==> config.mk <==
export PLATFORM = sky130hd
export DESIGN_NAME = char_lcd_nibble_sequencer
export DESIGN_NICKNAME = d
export VERILOG_FILES = /design/src/lcdns_pkg.sv /design/src/lcdns_front.sv /design/src/lcdns_fifo.sv /design/src/lcdns_back.sv /design/src/char_lcd_nibble_sequencer.sv
export SDC_FILE = /design/constraint.sdc
export NUM_CORES = 2
export LEC_CHECK = 0
export ABC_CLOCK_PERIOD_IN_PS = 11650
export BUFFER_PORTS_ARGS = -buffer_cell sky130_fd_sc_hd__buf_2
export CAP_MARGIN = 20
export CELL_PAD_IN_SITES_DETAIL_PLACEMENT = 1
export CELL_PAD_IN_SITES_GLOBAL_PLACEMENT = 2
export CORE_MARGIN = 1.5
export CORE_UTILIZATION = 47
export DETAILED_ROUTE_END_ITERATION = 6
export HOLD_SLACK_MARGIN = 0.1
export MAX_ROUTING_LAYER = met4
export PLACE_DENSITY = 0.86
export SYNTH_ARGS = -nofsm -noshare
export SYNTH_HDL_FRONTEND = slang
export SYNTH_SLANG_ARGS = --single-unit
==> constraint.sdc <==
create_clock -name aclk -period 11.65 [get_ports aclk]
set_input_delay 0.5825 -clock aclk [delete_from_list [all_inputs] [get_ports aclk]]
set_output_delay 0.5825 -clock aclk [all_outputs]
set_load 0.03 [all_outputs]
==> src/lcdns_pkg.sv <==
// Shared types, codes and constants for the character LCD nibble sequencer.
`default_nettype none

package lcdns_pkg;

    // Request codes carried in the action field
    localparam logic [2:0] ACT_INIT  = 3'd0;
    localparam logic [2:0] ACT_CLEAR = 3'd1;
    localparam logic [2:0] ACT_CHAR  = 3'd2;
    localparam logic [2:0] ACT_INT   = 3'd3;
    localparam logic [2:0] ACT_GOTO  = 3'd4;

    // Configuration register indexes
    localparam logic [2:0] CFG_FUNCTION_SET = 3'd0;
    localparam logic [2:0] CFG_CONFIG       = 3'd1;
    localparam logic [2:0] CFG_DISPLAY_ON   = 3'd2;
    localparam logic [2:0] CFG_ENTRY_MODE   = 3'd3;
    localparam logic [2:0] CFG_CLEAR        = 3'd4;

    // Register reset values
    localparam logic [7:0] RST_FUNCTION_SET = 8'd2;
    localparam logic [7:0] RST_CONFIG       = 8'd40;
    localparam logic [7:0] RST_DISPLAY_ON   = 8'd12;
    localparam logic [7:0] RST_ENTRY_MODE   = 8'd6;
    localparam logic [7:0] RST_CLEAR        = 8'd1;

    // DDRAM line base addresses with the set-address bit
    localparam logic [7:0] LINE1_BASE = 8'h80;
    localparam logic [7:0] LINE2_BASE = 8'hC0;
    localparam logic [7:0] LINE3_BASE = 8'h94;
    localparam logic [7:0] LINE4_BASE = 8'hD4;

    // Upper nibble of the ASCII digits
    localparam logic [3:0] ASCII_DIGIT_HI = 4'h3;

    // Waits after each write, in microseconds
    localparam logic [12:0] WAIT_HIGH  = 13'd0;
    localparam logic [12:0] WAIT_BYTE  = 13'd40;
    localparam logic [12:0] WAIT_CLEAR = 13'd5040;

    // Divide by ten: q = (v * RECIP10) >> RECIP10_SHIFT, exact for 32-bit v
    localparam logic [31:0] RECIP10       = 32'hCCCC_CCCD;
    localparam int          RECIP10_SHIFT = 35;

    // Default sizes
    localparam int DIGITS_DEFAULT = 7;
    localparam int QUEUE_DEPTH_DEFAULT = 4;

    // Last init byte index (clear)
    localparam logic [2:0] INIT_LAST_IDX = 3'd4;

    // One byte to send: register select, the byte, clear wait, end of request
    typedef struct packed {
        logic       rs;
        logic [7:0] data;
        logic       clr;
        logic       last;
    } lcd_byte_t;

endpackage

`default_nettype wire

==> src/lcdns_front.sv <==
// Front end: takes requests, holds the command registers and turns requests into bytes.
`default_nettype none

module lcdns_front #(
    parameter int DIGITS = lcdns_pkg::DIGITS_DEFAULT
) (
    input  wire logic               aclk,
    input  wire logic               aresetn,
    // request stream
    input  wire logic               s_tvalid,
    output logic                    s_tready,
    input  wire logic [55:0]        s_tdata,
    // configuration writes
    input  wire logic               cfg_valid,
    output logic                    cfg_ready,
    input  wire logic [2:0]         cfg_index,
    input  wire logic [7:0]         cfg_data,
    // byte queue write side
    output logic                    push,
    output lcdns_pkg::lcd_byte_t    push_byte,
    input  wire logic               queue_full
);
    import lcdns_pkg::*;

    localparam int IDX_W = (DIGITS > 1) ? $clog2(DIGITS) : 1;
    localparam logic [IDX_W-1:0] IDX_TOP = IDX_W'(DIGITS - 1);

    typedef enum logic [5:0] {
        S_IDLE = 6'b000001,
        S_SEQ  = 6'b000010,
        S_MUL  = 6'b000100,
        S_DIV  = 6'b001000,
        S_FIND = 6'b010000,
        S_INT  = 6'b100000
    } front_state_t;

    front_state_t state_reg, state_next;

    logic [7:0] fset_reg, cfgc_reg, don_reg, emode_reg, clr_reg;

    logic [2:0]       action_reg;
    logic [7:0]       char_reg;
    logic [2:0]       row_reg;
    logic [4:0]       col_reg;
    logic [2:0]       seq_idx_reg, seq_idx_next;
    logic [31:0]      val_reg, val_next;
    logic [63:0]      prod_reg;
    logic [IDX_W-1:0] dig_idx_reg, dig_idx_next;
    logic [3:0]       digits_reg [DIGITS];

    logic [2:0]  in_action;
    logic [7:0]  in_char;
    logic [31:0] in_value;
    logic [2:0]  in_row;
    logic [4:0]  in_col;
    logic        accept;
    logic        push_last;
    logic [28:0] quot;
    logic [31:0] rem_full;
    logic [IDX_W-1:0] first_idx;
    logic [7:0]  line_base;
    lcd_byte_t   seq_byte;

    // Unpack the request word
    assign in_action = s_tdata[2:0];
    assign in_char   = s_tdata[10:3];
    assign in_value  = s_tdata[42:11];
    assign in_row    = s_tdata[45:43];
    assign in_col    = s_tdata[50:46];

    assign cfg_ready = 1'b1;

    // Command registers
    always_ff @(posedge aclk) begin
        if (!aresetn) begin
            fset_reg  <= RST_FUNCTION_SET;
            cfgc_reg  <= RST_CONFIG;
            don_reg   <= RST_DISPLAY_ON;
            emode_reg <= RST_ENTRY_MODE;
            clr_reg   <= RST_CLEAR;
        end else if (cfg_valid) begin
            unique case (cfg_index)
                CFG_FUNCTION_SET: fset_reg  <= cfg_data;
                CFG_CONFIG:       cfgc_reg  <= cfg_data;
                CFG_DISPLAY_ON:   don_reg   <= cfg_data;
                CFG_ENTRY_MODE:   emode_reg <= cfg_data;
                CFG_CLEAR:        clr_reg   <= cfg_data;
                default: ;
            endcase
        end
    end

    // Line base for goto; out-of-range rows select line four
    always_comb begin
        unique case (row_reg)
            3'd1:    line_base = LINE1_BASE;
            3'd2:    line_base = LINE2_BASE;
            3'd3:    line_base = LINE3_BASE;
            default: line_base = LINE4_BASE;
        endcase
    end

    // Byte for the fixed-length requests
    always_comb begin
        seq_byte = '{rs: 1'b0, data: clr_reg, clr: 1'b1, last: 1'b1};
        unique case (action_reg)
            ACT_INIT: begin
                seq_byte.last = (seq_idx_reg == INIT_LAST_IDX);
                seq_byte.clr  = (seq_idx_reg == INIT_LAST_IDX);
                unique case (seq_idx_reg)
                    CFG_FUNCTION_SET: seq_byte.data = fset_reg;
                    CFG_CONFIG:       seq_byte.data = cfgc_reg;
                    CFG_DISPLAY_ON:   seq_byte.data = don_reg;
                    CFG_ENTRY_MODE:   seq_byte.data = emode_reg;
                    default:          seq_byte.data = clr_reg;
                endcase
            end
            ACT_CHAR: begin
                seq_byte.rs   = 1'b1;
                seq_byte.data = char_reg;
                seq_byte.clr  = 1'b0;
            end
            ACT_GOTO: begin
                // column counts from one; address wraps in eight bits
                seq_byte.data = line_base + {3'b000, col_reg} + 8'hFF;
                seq_byte.clr  = 1'b0;
            end
            default: ;
        endcase
    end

    // Divide by ten and remainder
    assign quot     = prod_reg[63:RECIP10_SHIFT];
    assign rem_full = val_reg - ({quot, 3'b000} + {2'b00, quot, 1'b0});

    // Most significant nonzero digit, or the ones digit when all are zero
    always_comb begin
        first_idx = IDX_TOP;
        for (int i = DIGITS - 1; i >= 0; i--) begin
            if (digits_reg[i] != 4'd0) begin
                first_idx = IDX_W'(i);
            end
        end
    end

    // Queue write
    always_comb begin
        push      = 1'b0;
        push_last = 1'b0;
        push_byte = seq_byte;
        if (state_reg == S_SEQ) begin
            push      = !queue_full;
            push_last = seq_byte.last;
        end else if (state_reg == S_INT) begin
            push      = !queue_full;
            push_last = (dig_idx_reg == IDX_TOP);
            push_byte = '{rs: 1'b1, data: {ASCII_DIGIT_HI, digits_reg[dig_idx_reg]},
                          clr: 1'b0, last: push_last};
        end
    end

    // Take the next request in the cycle the current one finishes
    assign s_tready = (state_reg == S_IDLE) || (push && push_last);
    assign accept   = s_tvalid && s_tready;

    // Sequencer
    always_comb begin
        state_next   = state_reg;
        seq_idx_next = seq_idx_reg;
        val_next     = val_reg;
        dig_idx_next = dig_idx_reg;
        unique case (state_reg)
            S_IDLE: ;
            S_SEQ: begin
                if (push) begin
                    seq_idx_next = seq_idx_reg + 3'd1;
                    if (push_last) state_next = S_IDLE;
                end
            end
            S_MUL: state_next = S_DIV;
            S_DIV: begin
                val_next = {3'b000, quot};
                if (dig_idx_reg == '0) begin
                    state_next = S_FIND;
                end else begin
                    dig_idx_next = dig_idx_reg - 1'b1;
                    state_next   = S_MUL;
                end
            end
            S_FIND: begin
                dig_idx_next = first_idx;
                state_next   = S_INT;
            end
            S_INT: begin
                if (push) begin
                    if (push_last) state_next = S_IDLE;
                    else dig_idx_next = dig_idx_reg + 1'b1;
                end
            end
            default: state_next = S_IDLE;
        endcase

        // Load a new request
        if (accept) begin
            seq_idx_next = 3'd0;
            val_next     = in_value;
            dig_idx_next = IDX_TOP;
            case (in_action) inside
                ACT_INIT, ACT_CLEAR, ACT_CHAR, ACT_GOTO: state_next = S_SEQ;
                ACT_INT: state_next = S_MUL;
                default: state_next = S_IDLE;
            endcase
        end
    end

    // Control state
    always_ff @(posedge aclk) begin
        if (!aresetn) begin
            state_reg <= S_IDLE;
        end else begin
            state_reg <= state_next;
        end
    end

    // Request payload and conversion data
    always_ff @(posedge aclk) begin
        seq_idx_reg <= seq_idx_next;
        val_reg     <= val_next;
        dig_idx_reg <= dig_idx_next;
        prod_reg    <= 64'(val_reg) * 64'(RECIP10);
        if (accept) begin
            action_reg <= in_action;
            char_reg   <= in_char;
            row_reg    <= in_row;
            col_reg    <= in_col;
        end
        if (state_reg == S_DIV) begin
            digits_reg[dig_idx_reg] <= rem_full[3:0];
        end
    end

endmodule

`default_nettype wire

==> src/lcdns_fifo.sv <==
// Short byte queue between the front end and the nibble writer.
`default_nettype none

module lcdns_fifo #(
    parameter int DEPTH = lcdns_pkg::QUEUE_DEPTH_DEFAULT
) (
    input  wire logic               aclk,
    input  wire logic               aresetn,
    input  wire logic               push,
    input  wire lcdns_pkg::lcd_byte_t push_byte,
    output logic                    full,
    input  wire logic               pop,
    output lcdns_pkg::lcd_byte_t    pop_byte,
    output logic                    empty
);
    import lcdns_pkg::*;

    localparam int PTR_W = (DEPTH > 1) ? $clog2(DEPTH) : 1;
    localparam int CNT_W = $clog2(DEPTH + 1);
    localparam logic [PTR_W-1:0] PTR_TOP = PTR_W'(DEPTH - 1);

    lcd_byte_t        store_reg [DEPTH];
    logic [PTR_W-1:0] wr_ptr_reg, rd_ptr_reg;
    logic [CNT_W-1:0] count_reg;

    assign full     = (count_reg == CNT_W'(DEPTH));
    assign empty    = (count_reg == '0);
    assign pop_byte = store_reg[rd_ptr_reg];

    // Pointers and fill count
    always_ff @(posedge aclk) begin
        if (!aresetn) begin
            wr_ptr_reg <= '0;
            rd_ptr_reg <= '0;
            count_reg  <= '0;
        end else begin
            if (push) begin
                wr_ptr_reg <= (wr_ptr_reg == PTR_TOP) ? '0 : wr_ptr_reg + 1'b1;
            end
            if (pop) begin
                rd_ptr_reg <= (rd_ptr_reg == PTR_TOP) ? '0 : rd_ptr_reg + 1'b1;
            end
            if (push && !pop) count_reg <= count_reg + 1'b1;
            else if (pop && !push) count_reg <= count_reg - 1'b1;
        end
    end

    // Storage
    always_ff @(posedge aclk) begin
        if (push) begin
            store_reg[wr_ptr_reg] <= push_byte;
        end
    end

endmodule

`default_nettype wire

==> src/lcdns_back.sv <==
// Back end: splits queued bytes into high and low nibble words with their waits.
`default_nettype none

module lcdns_back (
    input  wire logic               aclk,
    input  wire logic               aresetn,
    // byte queue read side
    output logic                    pop,
    input  wire lcdns_pkg::lcd_byte_t pop_byte,
    input  wire logic               queue_empty,
    // nibble stream
    output logic                    m_tvalid,
    input  wire logic               m_tready,
    output logic [23:0]             m_tdata,
    output logic [0:0]              m_tuser,
    output logic                    m_tlast
);
    import lcdns_pkg::*;

    lcd_byte_t   hold_reg;
    logic        hold_valid_reg;
    logic        out_valid_reg;
    logic        out_rs_reg;
    logic [3:0]  out_nibble_reg;
    logic [12:0] out_wait_reg;
    logic        out_last_reg;
    logic        load;

    // Output slot is free or being emptied this cycle
    assign load = !out_valid_reg || m_tready;
    assign pop  = load && !hold_valid_reg && !queue_empty;

    // Control
    always_ff @(posedge aclk) begin
        if (!aresetn) begin
            hold_valid_reg <= 1'b0;
            out_valid_reg  <= 1'b0;
        end else if (load) begin
            if (hold_valid_reg) begin
                hold_valid_reg <= 1'b0;
                out_valid_reg  <= 1'b1;
            end else if (!queue_empty) begin
                hold_valid_reg <= 1'b1;
                out_valid_reg  <= 1'b1;
            end else begin
                out_valid_reg  <= 1'b0;
            end
        end
    end

    // Payload: high nibble first, then low nibble with the byte's wait
    always_ff @(posedge aclk) begin
        if (load) begin
            if (hold_valid_reg) begin
                out_rs_reg     <= hold_reg.rs;
                out_nibble_reg <= hold_reg.data[3:0];
                out_wait_reg   <= hold_reg.clr ? WAIT_CLEAR : WAIT_BYTE;
                out_last_reg   <= hold_reg.last;
            end else if (!queue_empty) begin
                hold_reg       <= pop_byte;
                out_rs_reg     <= pop_byte.rs;
                out_nibble_reg <= pop_byte.data[7:4];
                out_wait_reg   <= WAIT_HIGH;
                out_last_reg   <= 1'b0;
            end
        end
    end

    assign m_tvalid   = out_valid_reg;
    assign m_tdata    = {7'd0, out_wait_reg, out_nibble_reg};
    assign m_tuser[0] = out_rs_reg;
    assign m_tlast    = out_last_reg;

endmodule

`default_nettype wire

==> src/char_lcd_nibble_sequencer.sv <==
// Top level of the character LCD nibble sequencer: front end, byte queue, nibble writer.
//
//  channel   dir  handshake            payload
//  s_        in   s_tvalid/s_tready    s_tdata: action, char_code, int_value, row, col
//  m_        out  m_tvalid/m_tready    m_tdata: nibble, wait_us; m_tuser: register_select;
//                                      m_tlast: last
//  cfg_      in   cfg_valid/cfg_ready  cfg_index, cfg_data
//
//  While m_tready is high and bytes are queued, words leave at one per cycle, two per byte:
//  B bytes give 2*B words per request (init 10, clear/char/goto 2, integer 2 to 2*DIGITS).
//  Integer conversion runs in the front end, one digit per S_MUL/S_DIV pass (multiply by the
//  reciprocal of ten, then remainder); S_FIND then picks the first digit to queue.
//  The byte queue lets the front end accept and convert while the output stalls.
//  Reset (aresetn low, synchronous) empties the queue and restores the command registers.
`default_nettype none

module char_lcd_nibble_sequencer #(
    parameter int DIGITS      = lcdns_pkg::DIGITS_DEFAULT,
    parameter int QUEUE_DEPTH = lcdns_pkg::QUEUE_DEPTH_DEFAULT
) (
    input  wire logic        aclk,
    input  wire logic        aresetn,
    input  wire logic        s_tvalid,
    output logic             s_tready,
    // [2:0] action, [10:3] char_code, [42:11] int_value, [45:43] row, [50:46] col
    input  wire logic [55:0] s_tdata,
    output logic             m_tvalid,
    input  wire logic        m_tready,
    // [3:0] nibble, [16:4] wait_us
    output logic [23:0]      m_tdata,
    // [0] register_select
    output logic [0:0]       m_tuser,
    output logic             m_tlast,
    input  wire logic        cfg_valid,
    output logic             cfg_ready,
    input  wire logic [2:0]  cfg_index,
    input  wire logic [7:0]  cfg_data
);
    import lcdns_pkg::*;

    lcd_byte_t push_byte;
    lcd_byte_t pop_byte;
    logic      push, pop, queue_full, queue_empty;

    lcdns_front #(
        .DIGITS(DIGITS)
    ) u_front (
        .aclk       (aclk),
        .aresetn    (aresetn),
        .s_tvalid   (s_tvalid),
        .s_tready   (s_tready),
        .s_tdata    (s_tdata),
        .cfg_valid  (cfg_valid),
        .cfg_ready  (cfg_ready),
        .cfg_index  (cfg_index),
        .cfg_data   (cfg_data),
        .push       (push),
        .push_byte  (push_byte),
        .queue_full (queue_full)
    );

    lcdns_fifo #(
        .DEPTH(QUEUE_DEPTH)
    ) u_fifo (
        .aclk      (aclk),
        .aresetn   (aresetn),
        .push      (push),
        .push_byte (push_byte),
        .full      (queue_full),
        .pop       (pop),
        .pop_byte  (pop_byte),
        .empty     (queue_empty)
    );

    lcdns_back u_back (
        .aclk        (aclk),
        .aresetn     (aresetn),
        .pop         (pop),
        .pop_byte    (pop_byte),
        .queue_empty (queue_empty),
        .m_tvalid    (m_tvalid),
        .m_tready    (m_tready),
        .m_tdata     (m_tdata),
        .m_tuser     (m_tuser),
        .m_tlast     (m_tlast)
    );

endmodule

`default_nettype wire
==> run summary <==
status -> complete, no violations
Layout fillers -> 6075
skew final -> 0.0284 ns
average wire per standard cell -> 22.2 µm
async set-or-reset flop fraction in the synthesized netlist -> 0
Critical Path AT -> 8.87 ns
first-pass GRT wire length -> 114000 µm
area growth from synthesis to layout -> 7.82%
# clock sinks -> 238
main flop type after synthesis -> edfxtp_1
largest net degree at the start of global routing -> 55
Synth Instances -> 2446
area of the multi-input gates -> 17600 µm²
Post-CTS Hold Fix Bufs -> 0
gr usage total -> 0.272
CTS tree -> built
row cnt -> 86
CTS Buf Count -> 26
Post-Synthesis Cell Area -> 26200 µm²
clk slew on worst S/H paths -> 0.06 ns
total grt overflow -> 0
RSZ-0062 raised after global routing -> no
fmax -> 0.119 GHz
worst min-delay path class -> in -> reg
Crit Path Max Fanout -> 8
Post-route DRC -> 0
Final Critical Period -> 8.38 ns
CP Launch Type -> register
Post-CTS Resized -> 0
Critical Path Slowest Stage Cell -> edfxtp_1
reg2reg start -> u_front.val_reg[3]
Util after Layout -> 0.512
yosys warns -> 0
Die W -> 239 µm
Least-Margin Pin Slew -> 0.952 ns
placed insts -> 3228
drt via density -> 5.33
Core ar. -> 55100 µm²
Worst Path Required -> 12.14 ns
global placer's final weighted congestion -> 0.983
relative slew slack -> 0.366
wirelength, routed -> 72600 µm
commonest non-fill, non-tap cell in the layout -> inv_1
worst setup path start -> u_front.val_reg[3]
max FFs per register -> 44
port bufs -> 81
Final Max Tran Viols -> 0
H-tree level count -> 1
cells along the critical path -> ha_1 -> xor2_1 -> xor2_1 -> fa_1 -> fa_1 -> fa_1 -> fa_1 -> fa_1 -> fa_1 -> ha_1 -> a21o_2 -> a31oi_1 -> nand3_1 -> o21ai_2 -> a311o_1 -> a21oi_2 -> a311o_2 -> a21oi_1 -> xnor2_1
Max Cap Violations -> 0
Worst-Skew Late Latency -> 0.58 ns
Starting DRT DRC Count -> 808
post-CTS setup buffer count -> 0
slowest cell delay on critical path -> 0.64 ns
share of layout cells above drive strength 1 -> 0.0684
WHS -> 0.174 ns
Die Y -> 239 µm
Synth cell types -> 74
Worst path most repeated cell -> fa_1
worst hold start -> s_tdata[10]
vias in the first global route -> 19600
drt pass-1 iters -> 5
# diodes -> 0
number of synthesized flops with an enable pin -> 143
Yosys reg bits -> 238
post-route ant nets -> 0
CP Capture Type -> register
Nets -> 3337
DP Wirelength -> 61700 µm
Hold Violations, Final -> 0
clk buf depth -> 3
Mean Syn Cell Area -> 10.7 µm²
IO Pins -> 101
Crit Path Class -> reg -> reg
Die ar. -> 57100 µm²
total negative slack -> 0 ns
final period utilization -> 0.719
Clock Tree Root -> clkbuf_16
sequential area share after synthesis -> 0.237
Register Area -> 6200 µm²
Final Non-Filler Cells -> 3277
final setup fails -> 0
starting density of the core -> 0.475
most frequent cells in the layout -> 564 x inv_1, 389 x fa_1, 367 x ha_1
Via Count -> 17500
initial antenna violation count -> 0
[Yosys cell counts (6+ instances only)]
library cell,count,area share
nand2_1,240,0.034
a31oi_1,9,0.0022
a21o_1,48,0.014
nor2_1,40,0.0057
a211oi_1,7,0.0020
mux2i_1,9,0.0034
and2_1,20,0.0048
a21oi_1,82,0.016
mux4_2,19,0.016
a22o_1,6,0.0020
fa_1,389,0.30
nand2b_1,9,0.0022
a221oi_1,8,0.0027
buf_4,19,0.0054
dfxtp_1,95,0.073
xor2_1,50,0.017
nor2b_1,13,0.0031
ha_1,367,0.18
nor4_1,12,0.0029
inv_1,565,0.081
xnor2_1,43,0.014
nand3_1,25,0.0048
edfxtp_1,143,0.16
and3_1,7,0.0017
nand4_1,9,0.0022
clkbuf_1,41,0.0059
o21ai_0,35,0.0067
a21boi_0,38,0.011
nor3_1,11,0.0021
[cell families after synthesis]
group | share of synthesized area
AND/OR/NAND/NOR | 0.0734
AO/OA/AOI/OAI | 0.0702
buffers and inverters | 0.0930
multiplexers | 0.0219
other | 0.000287
flip-flops | 0.237
XOR/XNOR | 0.0311
adder cells (fa/ha/maj) | 0.473
[worst max-delay path, delay by kind of cell (launching register included)]
family                     cells  cell delay, ns
adders and majority gates      8            3.95
and+or+nand+nor                1            0.19
DFF                            1            0.64
AOI/OAI and AO/OA              7            2.40
xor gates and xnor gates       3            1.10
[final timing paths]
kind                           to  slack, ns  cells after the start
max          u_front.prod_reg[62]       3.27                     19
min           u_front.char_reg[7]       0.17                      1
min reg2reg  u_front.emode_reg[4]       0.47                      2
max reg2reg  u_front.prod_reg[62]       3.27                     19
[per-stage QoR]
step                setup slack, ns  area [µm²]
CTS                            3.27       28200
detailed placement             3.35       27300
finish                         3.27       28200
global placement               3.40       27300
floorplan                      4.84       26200
global route                   3.02       28200
[metal layers]
metal	routed length [µm]	track usage	up-vias
li1	-	-	7937
met1	32500	0.362	9033
met2	35600	0.453	373
met3	2490	0.0216	110
met4	2050	0.0681	0
met5	0	-	-
[cell type report]
cell class              instances  share of cell area
multi-input cells            1591               0.623
flip-flops and latches        238               0.220
inverters                     565              0.0751
well taps                     748              0.0332
clock buffers                  32              0.0242
repair buffers                 87              0.0159
clock inverters                16             0.00882
Power is not shown: default switching activity piles up to over one toggle a cycle in this logic, so the estimate is an artifact.
